File: config.mk
export PLATFORM = sky130hd
export DESIGN_NAME = tpg_ctrl
export DESIGN_NICKNAME = d
export VERILOG_FILES = /design/src/rtl/target_position_guard_defines.svh /design/src/rtl/tpg_pkg.sv /design/src/rtl/tpg_ctrl.sv
export SDC_FILE = /design/constraint.sdc
export NUM_CORES = 1
export LEC_CHECK = 0
export ABC_AREA = 1
export BUFFER_PORTS_ARGS = -buffer_cell sky130_fd_sc_hd__buf_2
export CAP_MARGIN = 20
export CORE_MARGIN = 2
export CORE_UTILIZATION = 44
export CTS_CLUSTER_SIZE = 16
export DETAILED_ROUTE_END_ITERATION = 16
export GPL_TIMING_DRIVEN = 0
export HOLD_SLACK_MARGIN = 0.03
export PLACE_DENSITY = 0.7
export RECOVER_POWER = 25
export SLEW_MARGIN = 20
export SYNTH_ARGS = -nofsm -noshare
export SYNTH_HDL_FRONTEND = slang
export SYNTH_SLANG_ARGS = --single-unit
export TNS_END_PERCENT = 50
File: constraint.sdc
create_clock -name clk -period 3.2 [get_ports clk]
set_input_delay 0 -clock clk [delete_from_list [all_inputs] [get_ports clk]]
set_output_delay 0 -clock clk [all_outputs]
set_load 0.1 [all_outputs]
File: src/rtl/target_position_guard_defines.svh
// Assertion macros shared by the target position guard RTL.
// Depends on nothing; users must have signals named clk and rst_n in scope.
`ifndef TARGET_POSITION_GUARD_DEFINES_SVH
`define TARGET_POSITION_GUARD_DEFINES_SVH

// Consequent checked in the same cycle as the antecedent.
`define TPG_ASSERT_SAME(label, ante, cons, msg) \
    label: assert property (@(posedge clk) disable iff (!rst_n) (ante) |-> (cons)) \
        else $error(msg);

// Consequent checked in the cycle after the antecedent.
`define TPG_ASSERT_NEXT(label, ante, cons, msg) \
    label: assert property (@(posedge clk) disable iff (!rst_n) (ante) |=> (cons)) \
        else $error(msg);

`endif

File: src/rtl/tpg_pkg.sv
// Shared types, constants and helpers of the target position guard.
// Used by tpg_ctrl, tpg_dpath and target_position_guard; depends on nothing.
package tpg_pkg;

    // Coordinate fields are read as the signed value of their low COORD_W bits.
    localparam int COORD_W = 32;
    // Working width of a position inside the datapath.
    localparam int PW = 40;

    // Index of the last of the three axes.
    localparam logic [1:0] LAST_AXIS = 2'd2;
    // Square root and division each retire one result bit per cycle.
    localparam logic [5:0] LAST_STEP = 6'd32;

    // Result outcome codes.
    localparam logic [2:0] OUTCOME_ACCEPTED     = 3'd0;
    localparam logic [2:0] OUTCOME_INV_HELD     = 3'd1;
    localparam logic [2:0] OUTCOME_INV_FALLBACK = 3'd2;
    localparam logic [2:0] OUTCOME_REJECTED     = 3'd3;
    localparam logic [2:0] OUTCOME_LIMITED      = 3'd4;

    typedef struct packed {
        logic signed [31:0] target_x;
        logic signed [31:0] target_y;
        logic signed [31:0] target_z;
        logic               target_invalid;
        logic signed [31:0] fallback_x;
        logic signed [31:0] fallback_y;
        logic signed [31:0] fallback_z;
        logic               restart;
    } tpg_in_t;

    typedef struct packed {
        logic signed [31:0] out_x;
        logic signed [31:0] out_y;
        logic signed [31:0] out_z;
        logic [2:0]         outcome;
        logic               box_clamped;
        logic               floor_raised;
    } tpg_out_t;

    // Configuration as seen by the datapath.
    typedef struct packed {
        logic [2:0][63:0] bounds;
        logic [30:0]      reject_threshold;
        logic [30:0]      max_step;
        logic [31:0]      floor_level;
        logic [62:0]      up_axis;
    } tpg_cfg_t;

    // Datapath operations issued by the controller.
    typedef enum logic [4:0] {
        OP_NONE,
        OP_LOAD_TARGET,
        OP_LOAD_HELD,
        OP_LOAD_FALLBACK,
        OP_DELTA,
        OP_MUL,
        OP_ACC_D2,
        OP_CMP_REJ,
        OP_CMP_MAX,
        OP_SQRT_INIT,
        OP_SQRT_STEP,
        OP_DIV_INIT,
        OP_DIV_STEP,
        OP_STEP_APPLY,
        OP_CLAMP,
        OP_ACC_S,
        OP_LIFT,
        OP_RAISE_APPLY,
        OP_STORE,
        OP_PUBLISH
    } tpg_op_t;

    // Operand selection of the shared multiplier.
    typedef enum logic [2:0] {
        MS_DD,
        MS_REJ,
        MS_MAX,
        MS_DMX,
        MS_UP,
        MS_LIFT
    } tpg_msel_t;

    typedef struct packed {
        tpg_op_t    op;
        tpg_msel_t  msel;
        logic [1:0] axis;
        logic [2:0] outcome;
    } tpg_cmd_t;

    typedef struct packed {
        logic rejected;
        logic limited;
        logic below_floor;
    } tpg_stat_t;

    // Sign-extend the low COORD_W bits of a coordinate field.
    function automatic logic signed [PW-1:0] sext_coord(input logic [31:0] v);
        logic signed [COORD_W-1:0] t;
        t = $signed(v[COORD_W-1:0]);
        return PW'(t);
    endfunction

endpackage

File: src/rtl/tpg_ctrl.sv
// Controller of the target position guard: sequences datapath operations per item
// and owns the handshakes and the held-valid flag. Uses tpg_pkg.
module tpg_ctrl
    import tpg_pkg::*;
(
    input  logic      clk,
    input  logic      rst_n,
    input  logic      tgt_valid,
    input  logic      tgt_invalid,
    input  logic      tgt_restart,
    output logic      tgt_ready,
    output logic      res_valid,
    input  logic      res_ready,
    input  tpg_stat_t stat,
    output tpg_cmd_t  cmd
);

    typedef enum logic [4:0] {
        S_IDLE,
        S_DELTA,
        S_SQ_MUL,
        S_SQ_ACC,
        S_REJ_MUL,
        S_REJ_CMP,
        S_MAX_MUL,
        S_MAX_CMP,
        S_DECIDE,
        S_SQRT,
        S_DIV_MUL,
        S_DIV_INIT,
        S_DIV,
        S_DIV_APPLY,
        S_CLAMP1,
        S_UP_MUL,
        S_UP_ACC,
        S_FLOOR_CMP,
        S_RAISE_MUL,
        S_RAISE_ADD,
        S_CLAMP2,
        S_STORE,
        S_FINISH
    } state_t;

    state_t     state_reg, state_next;
    logic [1:0] axis_reg, axis_next;
    logic [5:0] cnt_reg, cnt_next;
    logic [2:0] outcome_reg, outcome_next;
    logic       held_valid_reg, held_valid_next;
    logic       res_valid_reg, res_valid_next;
    logic       held_now;

    // Next-state and command decode.
    always_comb
    begin
        state_next      = state_reg;
        axis_next       = axis_reg;
        cnt_next        = cnt_reg;
        outcome_next    = outcome_reg;
        held_valid_next = held_valid_reg;
        res_valid_next  = res_valid_reg && !res_ready;
        held_now        = held_valid_reg && !tgt_restart;
        cmd.op          = OP_NONE;
        cmd.msel        = MS_DD;
        cmd.axis        = axis_reg;
        cmd.outcome     = outcome_reg;

        case (state_reg)
            S_IDLE:
            begin
                if (tgt_valid)
                begin
                    if (tgt_restart)
                    begin
                        held_valid_next = 1'b0;
                    end
                    if (tgt_invalid)
                    begin
                        cmd.op       = held_now ? OP_LOAD_HELD : OP_LOAD_FALLBACK;
                        outcome_next = held_now ? OUTCOME_INV_HELD : OUTCOME_INV_FALLBACK;
                        state_next   = S_FINISH;
                    end
                    else
                    begin
                        cmd.op       = OP_LOAD_TARGET;
                        outcome_next = OUTCOME_ACCEPTED;
                        state_next   = held_now ? S_DELTA : S_CLAMP1;
                    end
                end
            end
            S_DELTA:
            begin
                cmd.op     = OP_DELTA;
                axis_next  = '0;
                state_next = S_SQ_MUL;
            end
            S_SQ_MUL:
            begin
                cmd.op     = OP_MUL;
                cmd.msel   = MS_DD;
                state_next = S_SQ_ACC;
            end
            S_SQ_ACC:
            begin
                cmd.op = OP_ACC_D2;
                if (axis_reg == LAST_AXIS)
                begin
                    axis_next  = '0;
                    state_next = S_REJ_MUL;
                end
                else
                begin
                    axis_next  = axis_reg + 2'd1;
                    state_next = S_SQ_MUL;
                end
            end
            S_REJ_MUL:
            begin
                cmd.op     = OP_MUL;
                cmd.msel   = MS_REJ;
                state_next = S_REJ_CMP;
            end
            S_REJ_CMP:
            begin
                cmd.op     = OP_CMP_REJ;
                state_next = S_MAX_MUL;
            end
            S_MAX_MUL:
            begin
                cmd.op     = OP_MUL;
                cmd.msel   = MS_MAX;
                state_next = S_MAX_CMP;
            end
            S_MAX_CMP:
            begin
                cmd.op     = OP_CMP_MAX;
                state_next = S_DECIDE;
            end
            S_DECIDE:
            begin
                if (stat.rejected)
                begin
                    cmd.op       = OP_LOAD_HELD;
                    outcome_next = OUTCOME_REJECTED;
                    state_next   = S_CLAMP1;
                end
                else if (stat.limited)
                begin
                    cmd.op       = OP_SQRT_INIT;
                    outcome_next = OUTCOME_LIMITED;
                    cnt_next     = '0;
                    state_next   = S_SQRT;
                end
                else
                begin
                    state_next = S_CLAMP1;
                end
            end
            S_SQRT:
            begin
                cmd.op   = OP_SQRT_STEP;
                cnt_next = cnt_reg + 6'd1;
                if (cnt_reg == LAST_STEP)
                begin
                    axis_next  = '0;
                    state_next = S_DIV_MUL;
                end
            end
            S_DIV_MUL:
            begin
                cmd.op     = OP_MUL;
                cmd.msel   = MS_DMX;
                state_next = S_DIV_INIT;
            end
            S_DIV_INIT:
            begin
                cmd.op     = OP_DIV_INIT;
                cnt_next   = '0;
                state_next = S_DIV;
            end
            S_DIV:
            begin
                cmd.op   = OP_DIV_STEP;
                cnt_next = cnt_reg + 6'd1;
                if (cnt_reg == LAST_STEP)
                begin
                    state_next = S_DIV_APPLY;
                end
            end
            S_DIV_APPLY:
            begin
                cmd.op = OP_STEP_APPLY;
                if (axis_reg == LAST_AXIS)
                begin
                    state_next = S_CLAMP1;
                end
                else
                begin
                    axis_next  = axis_reg + 2'd1;
                    state_next = S_DIV_MUL;
                end
            end
            S_CLAMP1:
            begin
                cmd.op     = OP_CLAMP;
                axis_next  = '0;
                state_next = S_UP_MUL;
            end
            S_UP_MUL:
            begin
                cmd.op     = OP_MUL;
                cmd.msel   = MS_UP;
                state_next = S_UP_ACC;
            end
            S_UP_ACC:
            begin
                cmd.op = OP_ACC_S;
                if (axis_reg == LAST_AXIS)
                begin
                    state_next = S_FLOOR_CMP;
                end
                else
                begin
                    axis_next  = axis_reg + 2'd1;
                    state_next = S_UP_MUL;
                end
            end
            S_FLOOR_CMP:
            begin
                if (stat.below_floor)
                begin
                    cmd.op     = OP_LIFT;
                    axis_next  = '0;
                    state_next = S_RAISE_MUL;
                end
                else
                begin
                    state_next = S_STORE;
                end
            end
            S_RAISE_MUL:
            begin
                cmd.op     = OP_MUL;
                cmd.msel   = MS_LIFT;
                state_next = S_RAISE_ADD;
            end
            S_RAISE_ADD:
            begin
                cmd.op = OP_RAISE_APPLY;
                if (axis_reg == LAST_AXIS)
                begin
                    state_next = S_CLAMP2;
                end
                else
                begin
                    axis_next  = axis_reg + 2'd1;
                    state_next = S_RAISE_MUL;
                end
            end
            S_CLAMP2:
            begin
                cmd.op     = OP_CLAMP;
                state_next = S_STORE;
            end
            S_STORE:
            begin
                cmd.op          = OP_STORE;
                held_valid_next = 1'b1;
                state_next      = S_FINISH;
            end
            S_FINISH:
            begin
                // Load the result register once it is empty or being emptied.
                if (!res_valid_reg || res_ready)
                begin
                    cmd.op         = OP_PUBLISH;
                    res_valid_next = 1'b1;
                    state_next     = S_IDLE;
                end
            end
            default:
            begin
                state_next = S_IDLE;
            end
        endcase
    end

    // State and registered outputs.
    always_ff @(posedge clk or negedge rst_n)
    begin
        if (!rst_n)
        begin
            state_reg      <= S_IDLE;
            axis_reg       <= '0;
            cnt_reg        <= '0;
            outcome_reg    <= OUTCOME_ACCEPTED;
            held_valid_reg <= 1'b0;
            res_valid_reg  <= 1'b0;
        end
        else
        begin
            state_reg      <= state_next;
            axis_reg       <= axis_next;
            cnt_reg        <= cnt_next;
            outcome_reg    <= outcome_next;
            held_valid_reg <= held_valid_next;
            res_valid_reg  <= res_valid_next;
        end
    end

    assign tgt_ready = (state_reg == S_IDLE);
    assign res_valid = res_valid_reg;

endmodule

# --- Word-level counts from Yosys, hierarchy flattened ---
# Cells that the tools add are included.
op_classes:
  n_addsub: 2
  n_eq_ne: 34
  muxes: 42
  n_reduce_logical: 21
op_table:
  columns: ["op", "count"]
  rows:
  - ["$pmux W5 S23", 1]
  - ["$pmux W5 S17", 1]
  - ["$eq A5 B4 Y1 const B", 8]
  - ["$mux W5", 8]
  - ["$eq A5 B5 Y1 const B", 7]
  - ["$mux W3", 9]
  - ["$eq A5 B3 Y1 const B", 4]
  - ["$ne A2 B2 Y1 const B", 9]
  - ["$pmux W6 S3", 1]
  - ["$mux W2", 8]
  - ["$pmux W3 S5", 1]
  - ["$mux W4", 3]
  - ["$mux W6", 2]
  - ["$eq A5 B2 Y1 const B", 2]
  - ["$pmux W2 S5", 1]
  - ["$reduce_and A3 Y1", 3]
  - ["$reduce_and A4 Y1", 2]
  - ["$add A6 B1 Y6 const B", 1]
  - ["$eq A6 B6 Y1 const B", 1]
  - ["$pmux W3 S2", 1]
  - ["$reduce_or A2 Y1", 3]
  - ["$reduce_or A6 Y1", 1]
  - ["$eq A5 B1 Y1 const B", 1]
  - ["$logic_not A5 Y1", 1]
  - ["other kinds (12)", 20]
word_totals:
  ff_bits: 18
  in_bits: 9
  elab_cells: 105

# --- Logic depth before layout (Yosys ltp) ---
depth:
  depth_word: 6
  mapped_depth: 10

# --- Worst setup path before layout ---
# Ideal clock, no wire load.
synth_path:
  path_type: "reg2out"
  startpoint: "reg state_reg[2]"
  endpoint: "out cmd[8] (netlist bit)"
  arrival_ns: 2.168
  required_time_ns: 3.200
  path_slack_ns: 1.032
  path_stages_with_launch: 7
  path_buffers: 1
  cell_sequence: "dfrtp_1 nor2_1 buf_4 nand3_2 inv_2 o211ai_1 nand3_1"
synth_lines:
  columns: ["element", "line", "text"]
  rows:
  - ["start: declaration", "tpg_ctrl.sv:44", "state_t state_reg, state_next;"]
  - ["start signal: assignment", "tpg_ctrl.sv:301", "state_reg <= state_next;"]
  - ["end: declaration", "tpg_ctrl.sv:15", "output tpg_cmd_t cmd"]

==> results.cfg <==
[routing]
drt-total-wl_mm = 4.44
route.vias.total = 1738
post-route-drc-count = 0
antenna_violating_nets_post_route = 0
viasPerCell = 5.27
routedWlPerCell_um = 13.5
firstDrtPassIters = 6
drt_iter0_drc = 163

[cts]
cts_max_level = 1
cts.reportedPaths.clkPinSlew_ps = 120
cts.path.max_buffers = 2
clock-sinks = 18
postCtsSetupRepairBufs = 0
insertion_delay_ps = 310
tritoncts = done
cts_made_buffers = 3
cts_root_buffer = sky130_fd_sc_hd__clkbuf_4
cts.repair.resized = 0
cts-hold-fix-buffers = 6

[timing]
rsz_0062_raised_after_global_routing = no
fmaxAchievable_ghz = 0.435
finalHoldViolCount = 0
worst-slew-pin-transition_ps = 1050
final_max_tran_viols = 0
hold_ws_ps = 36.4
final.setup_skew_ps = 13.1
relSlewSlack_pct = 30.2
finalSetupTns_ps = 0
finalSetupViolations = 0
timing.final.crit_period_ps = 2300
fin_crit_sh_pct = 71.8

[global_routing]
maximum_number_of_pins_on_one_net_before_global_route_repair = 19
initial_antenna_violation_count = 0
grt_pass1_wl_mm = 7.58
globalRoute.totalOverflow = 0
grt_usage_pct = 23.9
via_count_of_the_first_global_routing_pass = 1633

[placement]
buffer_ports.inserted = 23
gp_congestion = 1.00
place.detailed.hpwl_mm = 3.47
inst_count_dp = 320

[die]
core.rowCount = 21
die_w_um = 63.3
fp.coreArea_um2 = 3360
ios = 24
die_h_um = 63.3
fp.dieArea_um2 = 4010
initial_core_utilization_pct = 46.0

[finish]
area.sequential_um2 = 450
filler_cell_count = 364
synthToLayoutAreaGrowth_pct = 17.3
final_layout_size_suffix_gt1_share_pct = 15.5
antenna_cells_inserted = 0
multiInputGateArea_um2 = 953
largest_register_ff_count = 6
final_net_count = 299
stdcell_count = 330

[yosys]
yosysWarnings = 0
synth_edf_count = 0
synth.ff_latch_count = 18
synth.lib_cells_used.distinct = 25
synthTopCellsByArea = sky130_fd_sc_hd__dfrtp_1 (29%), sky130_fd_sc_hd__nand2_1 (19%), sky130_fd_sc_hd__nand3_1 (11%)
netlist_area_pre_place_um2 = 1550
yosysMostFrequentCell = sky130_fd_sc_hd__nand2_1
ffs_w_async_s_r_synth_pct = 100
synth_area_per_cell_um2 = 6.17
synth_fp_nets = 265
synthesized_instance_count = 251
yosysTopAreaCellShare_pct = 29.1
yosys-top-cells-count = sky130_fd_sc_hd__nand2_1 (78), sky130_fd_sc_hd__nand3_1 (34), sky130_fd_sc_hd__nor2_1 (28)
seq_area_frac_synth_pct = 29.1
ys_dominant_reg_cell = sky130_fd_sc_hd__dfrtp_1
synthDominantAreaCellType = sky130_fd_sc_hd__dfrtp_1

[critical_path]
worst_setup_path_endpoint = cmd[9]
timing_worst_setup_path_type = flip-flop to output port
critPathLaunchType = flip-flop
critical_path.max_fanout = 7
cp.arrival_ps = 2300
cell_count_of_the_worst_reg_to_reg_path = 7
r2r-start = state_reg[4]
ff2ff_setup_slack_ps = 1310
crit_start = state_reg[3]
critical_path_required_ps = 3200
crit-reg2reg-capture = outcome_reg[0]
end_kind = output port

[hold_path]
hold_path.class = input port to flip-flop

[outcome]
status = completed

[power_and_ir_drop]
irDropWorstVdd_uv = 166
pwr_density_cell_nw_per_um2 = 218
power.static_leakage_uw = 0.00110

[flow_run]
max_cap_violations = 0
-- per-stage QoR --
step | total power [µW] | setup WS [ps] | utilization, % | area [µm²]
after global placement | 248 | 1270 | 51.2 | 1720
after CTS | 401 | 932 | 54.0 | 1820
after detailed placement | 248 | 1290 | 51.2 | 1720
after global routing | 417 | 673 | 54.0 | 1820
after floorplan | 237 | 1030 | - | 1550
final | 396 | 901 | 54.0 | 1820
-- placed cells by master (no fill, tap or decap), drive strengths merged, types with 13 or more instances in the layout --
master / count
buf: 24
dfrtp: 18
inv: 35
nand2: 78
nand3: 36
nor2: 34
o21ai: 13
-- layer usage --
| metal | vias up | global-route usage [%] | routed length, µm |
|---|---|---|---|
| li1 | 874 | - | - |
| met1 | 775 | 32.6 | 1940 |
| met2 | 78 | 39.4 | 2060 |
| met3 | 11 | 2.86 | 355 |
| met4 | 0 | 7.61 | 85 |
| met5 | - | 0 | 0 |
-- cells by family after synthesis --
group | share of synthesized area [%]
AOI/OAI and AO/OA | 8.73
xor gates and xnor gates | 2.26
adders and majority gates | 4.04
buffers and inverters | 9.30
DFF | 29.1
and+or+nand+nor | 46.6
-- how the worst min path moves through the flow --
stage	start	to	cells after the start
final	stat[2]	outcome_reg[0]	3
after global routing	stat[2]	outcome_reg[1]	3
after floorplan	rst_n	axis_reg[0]	0
after detailed placement	rst_n	outcome_reg[0]	1
after global placement	rst_n	outcome_reg[0]	1
after CTS	stat[2]	outcome_reg[0]	3
-- layout make-up --
class	instances	area share, %
multi-input combinational	196	52.5
sequential	18	24.8
timing repair buffer	29	9.58
inverter	35	7.24
tap	46	3.17
clock buffer	4	2.00
buffer	2	0.689
-- report_power, final --
| part | internal, µW | total, µW | switching (µW) | leakage, µW |
|---|---|---|---|---|
| sequential | 227 | 227 | 0.0000000000000522 | 0.000221 |
| combinational | 9.65 | 22.1 | 12.4 | 0.000854 |
| clock | 69.5 | 146 | 76.9 | 0.0000210 |
| total | 306 | 396 | 89.4 | 0.00110 |
-- critical path: stages (launching register included) --
cell and delay (ps):
sky130_fd_sc_hd__dfrtp_1 460, sky130_fd_sc_hd__inv_2 90, sky130_fd_sc_hd__nand2_1 90, sky130_fd_sc_hd__nor2_1 260, sky130_fd_sc_hd__nand2_1 120, sky130_fd_sc_hd__a21oi_1 280, sky130_fd_sc_hd__nor2_1 90, sky130_fd_sc_hd__nand2_1 80
sky130_fd_sc_hd__nor2_1 40, sky130_fd_sc_hd__nand3_1 60, sky130_fd_sc_hd__buf_2 420
No activity file was read; power rests on OpenSTA's default activity.
